## src/rtl/owdm_pkg.sv

```systemverilog
// shared types, constants and elaboration-time functions of the omni wheel drive mixer
`default_nettype none

package owdm_pkg;

  localparam int TRIG_FRAC_BITS  = 15;
  localparam int SPEED_FRAC_BITS = 8;

  localparam int HEAD_W  = 9;
  localparam int SPEED_W = 7;
  localparam int DUTY_W  = 8;
  localparam int ANGLE_W = 7;

  localparam logic [SPEED_W-1:0] SPEED_LIMIT_RST = 7'd100;
  localparam logic [ANGLE_W-1:0] WHEEL_ANGLE_RST = 7'd45;

  typedef enum logic [0:0] {
    REG_SPEED_LIMIT = 1'b0,
    REG_WHEEL_ANGLE = 1'b1
  } cfg_reg_e;

  typedef struct packed {
    logic zero_all;
    logic n1_zero;
    logic n2_zero;
    logic n1_large;
    logic n1_neg;
    logic n2_neg;
  } mix_flags_t;

  // shift and subtract quotient, used only while building tables
  function automatic longint unsigned udiv_u64(input longint unsigned a,
                                               input longint unsigned b);
    longint unsigned q;
    longint unsigned r;
    q = '0;
    r = '0;
    for (int i = 63; i >= 0; i--) begin
      r = {r[62:0], a[i]};
      if (r >= b) begin
        r    = r - b;
        q[i] = 1'b1;
      end
    end
    return q;
  endfunction

  function automatic longint sine_q30(input int k);
    longint unsigned x;
    longint unsigned x2;
    longint unsigned term;
    longint          sum;
    x    = longint'(k) * 64'd18740330;
    x2   = (x * x) >> 30;
    term = x;
    sum  = longint'(x);
    for (int n = 1; n <= 7; n++) begin
      term = (term * x2) >> 30;
      term = udiv_u64(term, 64'((2 * n) * (2 * n + 1)));
      if (n[0] == 1'b1) begin
        sum = sum - longint'(term);
      end else begin
        sum = sum + longint'(term);
      end
    end
    if (sum < 0) begin
      sum = 0;
    end
    if (sum > (longint'(1) << 30)) begin
      sum = longint'(1) << 30;
    end
    return sum;
  endfunction

  function automatic longint sine_quarter(input int k, input int t);
    longint s;
    s = sine_q30(k);
    return (s + (longint'(1) << (29 - t))) >> (30 - t);
  endfunction

endpackage

`default_nettype wire

```

## src/rtl/owdm_mix.sv

```systemverilog
// kinematic components, magnitude compare and ratio numerator
`default_nettype none

module owdm_mix #(
  parameter int TRIG_FRAC_BITS  = owdm_pkg::TRIG_FRAC_BITS,
  parameter int SPEED_FRAC_BITS = owdm_pkg::SPEED_FRAC_BITS,
  parameter int MW = 2 * TRIG_FRAC_BITS + 2
                   - ((2 * TRIG_FRAC_BITS > 30) ? 2 * TRIG_FRAC_BITS - 30 : 0),
  parameter int QW = owdm_pkg::SPEED_W + SPEED_FRAC_BITS
) (
  input  wire logic                                   clk_i,
  input  wire logic                                   rst_ni,
  input  wire logic                                   en_i,
  input  wire logic                                   valid_i,
  input  wire logic signed [2*(TRIG_FRAC_BITS+2)-1:0] p_csa_i,
  input  wire logic signed [2*(TRIG_FRAC_BITS+2)-1:0] p_sca_i,
  input  wire logic [owdm_pkg::SPEED_W-1:0]           speed_i,
  output logic                                        valid_o,
  output owdm_pkg::mix_flags_t                        flags_o,
  output logic [QW-1:0]                               full_o,
  output logic [QW+MW-1:0]                            num_o,
  output logic [MW-1:0]                               div_o
);
  import owdm_pkg::*;

  localparam int T    = TRIG_FRAC_BITS;
  localparam int NW   = 2 * T + 3;
  localparam int MAGW = 2 * T + 2;
  localparam int SH   = MAGW - MW;

  logic signed [NW-1:0] n1, n2;
  logic [NW-1:0]        n1_abs, n2_abs;
  logic [MAGW-1:0]      mag1, mag2;
  mix_flags_t           flags_d;
  logic [MAGW-1:0]      m_small, m_large;

  always_comb begin
    n1     = NW'(p_csa_i) - NW'(p_sca_i);
    n2     = NW'(p_csa_i) + NW'(p_sca_i);
    n1_abs = n1[NW-1] ? NW'(-n1) : NW'(n1);
    n2_abs = n2[NW-1] ? NW'(-n2) : NW'(n2);
    mag1   = n1_abs[MAGW-1:0];
    mag2   = n2_abs[MAGW-1:0];
    flags_d.n1_zero  = (n1 == '0);
    flags_d.n2_zero  = (n2 == '0);
    flags_d.zero_all = (speed_i == '0) || (flags_d.n1_zero && flags_d.n2_zero);
    flags_d.n1_large = (mag1 > mag2);
    flags_d.n1_neg   = n1[NW-1];
    flags_d.n2_neg   = n2[NW-1];
    m_small = flags_d.n1_large ? mag2 : mag1;
    m_large = flags_d.n1_large ? mag1 : mag2;
  end

  logic             v3_q;
  mix_flags_t       fl3_q;
  logic [QW-1:0]    full3_q;
  logic [MW-1:0]    ms3_q, ml3_q;
  logic             v4_q;
  mix_flags_t       fl4_q;
  logic [QW-1:0]    full4_q;
  logic [QW+MW-1:0] num4_q;
  logic [MW-1:0]    div4_q;
  logic             general;
  logic [QW+MW-1:0] num_d;
  logic [MW-1:0]    div_d;

  always_comb begin
    general = !fl3_q.zero_all && !fl3_q.n1_zero && !fl3_q.n2_zero;
    num_d   = general ? (QW+MW)'(full3_q * ms3_q) : '0;
    div_d   = (!general || ml3_q == '0) ? MW'(1) : ml3_q;
  end

  always_ff @(posedge clk_i or negedge rst_ni) begin
    if (!rst_ni) begin
      v3_q <= 1'b0;
      v4_q <= 1'b0;
    end else if (en_i) begin
      v3_q <= valid_i;
      v4_q <= v3_q;
    end
  end

  always_ff @(posedge clk_i) begin
    if (en_i) begin
      fl3_q   <= flags_d;
      full3_q <= {speed_i, SPEED_FRAC_BITS'(0)};
      ms3_q   <= MW'(m_small >> SH);
      ml3_q   <= MW'(m_large >> SH);
      fl4_q   <= fl3_q;
      full4_q <= full3_q;
      num4_q  <= num_d;
      div4_q  <= div_d;
    end
  end

  assign valid_o = v4_q;
  assign flags_o = fl4_q;
  assign full_o  = full4_q;
  assign num_o   = num4_q;
  assign div_o   = div4_q;

endmodule

`default_nettype wire

```

## config.mk

```make
export PLATFORM = sky130hd
export DESIGN_NAME = owdm_mix
export DESIGN_NICKNAME = d
export VERILOG_FILES = /design/src/rtl/owdm_pkg.sv /design/src/rtl/owdm_mix.sv
export SDC_FILE = /design/constraint.sdc
export NUM_CORES = 1
export LEC_CHECK = 0
export BUFFER_PORTS_ARGS = -buffer_cell sky130_fd_sc_hd__buf_2
export CAP_MARGIN = 10
export CORE_MARGIN = 2
export CORE_UTILIZATION = 56
export CTS_CLUSTER_DIAMETER = 50
export DETAILED_ROUTE_END_ITERATION = 10
export HOLD_SLACK_MARGIN = 0.08
export PLACE_DENSITY = 0.79
export SETUP_SLACK_MARGIN = 0.1
export SLEW_MARGIN = 40
export SYNTH_ARGS = -nofsm -noshare
export SYNTH_HDL_FRONTEND = slang
export SYNTH_SLANG_ARGS = --single-unit
export TNS_END_PERCENT = 10
```

## constraint.sdc

```tcl
create_clock -name clk_i -period 5.18 [get_ports clk_i]
set_input_delay 1.554 -clock clk_i [delete_from_list [all_inputs] [get_ports clk_i]]
set_output_delay 1.554 -clock clk_i [all_outputs]
set_load 0.01 [all_outputs]
```

======== Word-level counts from Yosys, hierarchy flattened ========
Cells that the tools add are included.
storage, ports and cells
  register bits ........................... 163
operators by class
  add/sub/neg operators ................... 4
  magnitude comparators ................... 1
  reduce and logical (&&, ||, !) cells .... 13
  muxes and demuxes ....................... 4
  multipliers ............................. 1
operators with widths
  operator           number
  $mux 32            4
  $logic_not 33->1   2
  $neg 32->32        2
  $mul 7x32->39      1
  $add 33x33->33     1
  $sub 33x33->33     1
  $gt 32x32->1       1
  $logic_not 32->1   1
  $logic_not 7->1    1
  $logic_not 1->1    4
  $logic_and 1x1->1  3
  $logic_or 1x1->1   2

======== Longest topological paths before layout ========
Gate-level depths: netlist of run 1.
  depth in word-level cells ............... 5
  mapped depth ............................ 29
  depth with buffers taken out ............ 26

======== Worst setup path before layout of run 1 ========
No wires, ideal clock.
  path type ............................... in2reg
  start point ............................. in p_csa_i[0]
  end point ............................... reg ml3_q[10], data pin
  setup slack ............................. -1.753 ns
  stages .................................. 25
  data arrival time ....................... 6.654 ns
  setup time .............................. 0.279 ns
  path buffers ............................ 2
  path through ............................ ha_1 > inv_1 > fa_1 > nor2_1 > o311a_2 > nor2_1 > o41ai_2 > xnor2_1 > or4_4 > or4_4 > nor3_4 > a31oi_1 > xor2_1 > ha_1 > nand4_1 > nor3_1 > nand3_1 > o22ai_1 > nor2_1 > o21ai_0 > a21oi_1 > a21oi_1 > clkbuf_1 > clkbuf_1 > mux2i_1
on the way
  cells in the longest elaborated chain, start to end .. 5
  elaborated cells on any way between the ends .. 8
ends and longest elaborated chain
  what                                                     line                            RTL
  start: declaration                                       owdm_mix.sv:15                  input wire logic signed [2*(TRIG_FRAC_BITS+2)-1:0] p_csa_i,
  $sub 33x33->33 / $add 33x33->33 (equally long branches)  owdm_mix.sv:38, owdm_mix.sv:39
  $neg 32->32 (on tied branches)                           owdm_mix.sv:40, owdm_mix.sv:41
  $mux 32 (on tied branches)                               owdm_mix.sv:40, owdm_mix.sv:41
  $gt 32x32->1                                             owdm_mix.sv:47                  flags_d.n1_large = (mag1 > mag2);
  $mux 32 (*)                                              owdm_mix.sv:51                  m_large = flags_d.n1_large ? mag1 : mag2;
  net m_large[10]                                          owdm_mix.sv:35                  logic [MAGW-1:0] m_small, m_large;
  end signal: assignment                                   owdm_mix.sv:88                  ml3_q <= MW'(m_large >> SH);
  end: declaration                                         owdm_mix.sv:57                  logic [MW-1:0] ms3_q, ml3_q;
Mark *: on every way through the listed nets, which the timed path passes. The rest lies on a longest branch.
A chain may end at the register's enable or synchronous reset.

======== Worst setup path after layout of run 1 ========
  start point ............................. in p_csa_i[0]
  end point ............................... reg ml3_q[16], data pin
The elaborated chain is that of the path after synthesis.

==> results.json, run 1 <==
{
  "fin_crit_ps": 7160,
  "die_x_um": 190,
  "synth_edf_count": 160,
  "post_dp_cell_area_mm2": 0.0252,
  "utilization_pct": 81.3,
  "clock_latency_ps": 450,
  "first_pass_iters": 8,
  "rows": 67,
  "slew_violations": 0,
  "status": "complete, but fails checks",
  "htree_levels": 4,
  "ios": 180,
  "cts.clk_slew.worst_paths_ps": 70,
  "drc": 0,
  "startpoint_type": "input pin",
  "crit_path_end_kind": "flop",
  "crit_arrival_ps": 7290,
  "drt_first_iter_violations": 2134,
  "max_cap_violations": 0,
  "avgSynthCellArea_um2": 9.10,
  "routed_wl_um": 72900,
  "finalNetCount": 3271,
  "cts_buffers": 17,
  "cts_tree": "built",
  "antenna_found_initial": 2,
  "grt_first_pass_wirelength_um": 103000,
  "initial_core_util_pct": 57.3,
  "die_h_um": 190,
  "fin_skew_ps": 20.6,
  "synthAdderAreaFrac_pct": 25.7,
  "crit_type": "input pin to flop",
  "drive_above_1_share_pct": 37.3,
  "fmax_ghz": 0.140,
  "synth_compound_area_share_pct": 13.9,
  "fin_area_mm2": 0.0274,
  "grt_max_degree": 115,
  "area_delta_synth_final_pct": 42.0,
  "ys_seq_elements": 162,
  "syn-cell-area_mm2": 0.0193,
  "wl_per_cell_um": 21.8,
  "critPathMaxStageDelay_ps": 760,
  "ant_nets": 0,
  "port-buffer-count": 161,
  "cp_common_cell": "buf_6",
  "synthSimpleGateAreaFrac_pct": 18.7,
  "cts_buffer_depth": 2,
  "setup_ws_ps": -1980,
  "grt_pass1_vias": 20200,
  "vias_per_cell": 6.03,
  "synth-seq-area-share_pct": 25.2,
  "core_area_mm2": 0.0337,
  "muxShareOfSynthArea_pct": 3.57,
  "finalHoldViolations": 0,
  "syn_inst": 2120,
  "synthDistinctLibCells": 86,
  "vias": 20200,
  "ys_async_sr_fraction_pct": 1.23,
  "cp_slowest_cell": "mux2i_1",
  "layout_commonest_cell": "buf_4",
  "fin_crit_sh_pct": 138,
  "tightestPinTransition_ps": 1210,
  "violations": "negative setup slack",
  "yosysWarnings": 0,
  "ys.flop_type": "edfxtp_1",
  "cts.sink_count": 162,
  "hp-class": "flop to flop",
  "rsz0062_at_grt": "true",
  "critPathRequiredTime_ps": 5310,
  "gr-total-overflow": 0,
  "most-common-layout-cells": "642 x buf_4, 237 x nand2_1, 227 x inv_1",
  "hpwl_um": 48200,
  "cp_max_fo": 7,
  "setup_viol": 86,
  "synth_top_family_by_area": "adder cells",
  "slew_headroom_pct": 18.3,
  "die-area_mm2": 0.0360,
  "synth_xor_area_share_pct": 6.16,
  "gp_congestion": 0.964,
  "clockRootBuffer": "clkbuf_16",
  "track_usage_pct": 36.4
}
[synth_stat cells (12+ instances only)]
cell type | n | area [um2]
edfxtp_1 | 160 | 4800
a211oi_1 | 13 | 97.6
mux2i_1 | 62 | 621
o21a_1 | 16 | 120
xor2_1 | 58 | 508
nand2b_1 | 15 | 93.8
nand4_1 | 21 | 131
o21bai_1 | 15 | 113
buf_2 | 12 | 60.1
nor4_1 | 17 | 106
or2_2 | 13 | 81.3
nand3_1 | 28 | 140
fa_1 | 151 | 3020
or3_1 | 23 | 144
o211ai_1 | 12 | 90.1
xnor2_1 | 74 | 648
nor2b_1 | 21 | 131
a31oi_1 | 18 | 113
nor3_1 | 51 | 255
and3_1 | 19 | 119
nor2_1 | 136 | 510
buf_4 | 16 | 120
a21oi_1 | 102 | 510
inv_1 | 233 | 875
ha_1 | 154 | 1930
clkbuf_1 | 61 | 229
and2_1 | 99 | 619
o21ai_0 | 64 | 320
nand2_1 | 241 | 905
o31ai_1 | 16 | 120
a21o_1 | 57 | 428
[final timing paths]
path                                       startpoint                       to  slack (ps)  depth (start not counted)
worst min register to register     fl3_q[2]$_DFFE_PP_     flags_o[2]$_DFFE_PP_         440                          0
worst max register to register  full3_q[14]$_DFFE_PP_  num_o[45]$_SDFFCE_PN0P_        -950                         18
min in group asynchronous                      rst_ni         v3_q$_DFFE_PN0P_         880                          1
max in group asynchronous                      rst_ni      valid_o$_DFFE_PN0P_        4210                          1
worst max-delay path                       p_csa_i[0]      ml3_q[16]$_DFFE_PP_       -1980                         30
worst min-delay path               fl3_q[2]$_DFFE_PP_     flags_o[2]$_DFFE_PP_         440                          0
[metrics by stage]
stage               hold slack [ps]  setup slack [ps]  TNS (ps)  std cells
finish                          435             -1980    -96310       3349
global route                    450             -1970   -108290       3348
CTS                             438             -1070    -69700       3326
detailed placement              428             -1910   -122880       3254
global placement                410             -1710   -111990       3254
floorplan                       400             -1110    -67060       2135
[timing repair]
item | CTS | global route
pin swaps | 65 | 30
setup buffers | 38 | 16
resized for setup | 92 | 127
cloned | 2 | 5
hold buffers | 0 | 0
endpoints found under the setup margin | 88 | 88
[cell type report]
class	count	area, um2
Timing Repair Buffer	826	6120
Sequential cell	162	4850
Inverter	234	886
Fill cell	1912	6300
Multi-Input combinational cell	1646	14400
Clock inverter	12	125
Tap cell	448	561
Clock buffer	20	437
Antenna cell	1	2.50
[flip-flops by register name, indices dropped and copies added (netlist names)]
name	count
v3_q	1
flags_o	6
fl3_q	6
full3_q	7
div_o	32
valid_o	1
num_o	39
ms3_q	32
ml3_q	31
full_o	7
[kinds of logic (layout without fill, tap and decap cells)]
logic type               after synthesis  count (layout)
AND/OR/NAND/NOR                      725             725
AO/OA/AOI/OAI                        398             398
buffers and inverters                327            1092
adder cells (fa/ha/maj)              305             305
flip-flops                           162             162
XOR/XNOR                             134             134
multiplexers                          68              68
other                                  1              17
[metal layers]
metal | track usage (%) | up-vias | share of wire (%)
met3 | 4.85 | 472 | 8.2
met2 | 66.1 | 1335 | 48
met5 | 0 | - | 0.018
met1 | 40.8 | 9591 | 35
li1 | - | 8806 | -
met4 | 21.6 | 2 | 8.1
[critical path, delay by kind of cell]
kind                       cells  cell delay, ps
muxes                          2            1000
buffers and inverters          8            1040
and+or+nand+nor                7            1030
adders and majority gates      3             870
xor gates and xnor gates       1             340
AOI/OAI and AO/OA              9            1450
Power of run 1 is left out: the tool's default activity adds up to more than one toggle a clock period on the data nets, which glitch-free logic cannot reach.
==> run 2: changes to the inputs <==
==> constraint.sdc (replaced) <==
create_clock -name clk_i -period 5.18 [get_ports clk_i]
set_input_delay 1.036 -clock clk_i [delete_from_list [all_inputs] [get_ports clk_i]]
set_output_delay 1.036 -clock clk_i [all_outputs]
set_load 0.01 [all_outputs]
==> results.json, run 2 (synthesized netlist as in run 1, its figures left out) <==
{
  "cts_buffer_depth": 2,
  "cp_top_family": "compound AO/OA/AOI/OAI gates",
  "port-buffer-count": 161,
  "fillCellCount": 1917,
  "layout_commonest_cell": "buf_4",
  "htree_levels": 4,
  "setup_ws_ps": -1280,
  "fin_crit_sh_pct": 125,
  "fmax_ghz": 0.155,
  "track_usage_pct": 37.1,
  "tightestPinTransition_ps": 806,
  "vias_per_cell": 6.17,
  "startpoint_type": "input pin",
  "finalNetCount": 3269,
  "gr-total-overflow": 0,
  "core_area_mm2": 0.0337,
  "drive_above_1_share_pct": 37.0,
  "grt_pass1_vias": 21000,
  "vias": 20600,
  "max_cap_violations": 0,
  "die_x_um": 190,
  "most-common-layout-cells": "625 x buf_4, 235 x nand2_1, 221 x inv_1",
  "violations": "negative setup slack",
  "initial_core_util_pct": 57.3,
  "crit_arrival_ps": 6710,
  "cts_tree": "built",
  "routed_wl_um": 73400,
  "gp_congestion": 0.927,
  "cts.clk_slew.worst_paths_ps": 70,
  "grt_max_degree": 106,
  "cp_max_fo": 6,
  "slew_violations": 0,
  "setup_viol": 82,
  "rsz0062_at_grt": "true",
  "cts_buffers": 17,
  "first_pass_iters": 8,
  "critPathRequiredTime_ps": 5430,
  "slew_headroom_pct": 46.1,
  "crit_type": "input pin to flop",
  "critPathBufInv": 10,
  "wl_per_cell_um": 22.0,
  "layoutNonFillerInstCount": 3344,
  "clock_latency_ps": 450,
  "rows": 67,
  "cts.sink_count": 162,
  "drc": 0,
  "grt_first_pass_wirelength_um": 106000,
  "critPathMaxStageDelay_ps": 370,
  "ios": 180,
  "cp_slowest_cell": "o41ai_2",
  "ctsHoldBuffers": 0,
  "hp-class": "input pin to async pin",
  "area_delta_synth_final_pct": 41.6,
  "status": "complete, but fails checks",
  "diodes": 0,
  "crit_path_end_kind": "flop",
  "fin_skew_ps": 21.8,
  "antenna_found_initial": 0,
  "finalHoldViolations": 0,
  "die-area_mm2": 0.0360,
  "hpwl_um": 46600,
  "clockRootBuffer": "clkbuf_16",
  "cp_common_cell": "buf_4",
  "largest_reg_flops": 39,
  "fin_crit_ps": 6460,
  "die_h_um": 190,
  "drt_first_iter_violations": 2218,
  "dp.cells": 3237,
  "ant_nets": 0
}
run 2: cell count changes in the layout (fill, tap and decap cells not counted), moves of 4 or more:
cell,before,now
buf_4,642,625
buf_6,9,24
inv_1,227,221
a21oi_2,17,22
inv_2,5,10
mux2i_4,6,1
o21ai_1,16,11
a21oi_1,81,77
clkbuf_16,22,18
run 2: path summary, 6_finish.rpt:
check | slack [ps] | endpoint | start | cells after the start
setup / recovery | -1280 | ml3_q[22]$_DFFE_PP_ | p_csa_i[5] | 29
hold reg to reg | 440 | flags_o[0]$_DFFE_PP_ | fl3_q[0]$_DFFE_PP_ | 0
hold / removal | 360 | v3_q$_DFFE_PN0P_ | rst_ni | 1
setup reg to reg | -710 | num_o[45]$_SDFFCE_PN0P_ | full3_q[14]$_DFFE_PP_ | 18
max in group asynchronous | 4730 | valid_o$_DFFE_PN0P_ | rst_ni | 1
min in group clk_i | 440 | flags_o[0]$_DFFE_PP_ | fl3_q[0]$_DFFE_PP_ | 0
run 2: through the flow:
step | hold slack [ps] | cell area (um2) | utilization [%] | setup WS [ps] | TNS (ps)
5_1_grt | 350 | 27300 | 81.1 | -1500 | -99200
2_1_floorplan | 400 | 19700 | - | -587 | -34430
3_5_place_dp | 418 | 25100 | 74.3 | -1450 | -93400
3_3_place_gp | 405 | 25000 | 74.3 | -1320 | -86090
6_report | 362 | 27300 | 81.1 | -1280 | -81250
4_1_cts | 344 | 26700 | 79.3 | -544 | -33210
run 2: final cells by class:
type	count	area, um2	share of cell area, %
sequential	162	4850	17.8
clock inverter	12	126	0.463
multi-input combinational	1646	14300	52.3
tap	448	561	2.05
clock buffer	18	429	1.57
inverter	234	888	3.25
timing repair buffer	824	6170	22.6
run 2: layer usage:
metal	part of all wire, %	global-route usage [%]
met1	34	41.1
met2	48	67.0
met3	8.5	5.00
met4	9.0	23.9
met5	0	0
run 2: timing repair:
| item | in CTS | in global routing |
|---|---|---|
| endpoints found under the setup margin | 87 | 88 |
| buffers inserted | 51 | 20 |
| gates cloned | 5 | 1 |
| pin swaps | 52 | 57 |
| resized for setup | 130 | 90 |
| hold endpoints to repair | 0 | 0 |
Power of run 2 is left out for the same reason.
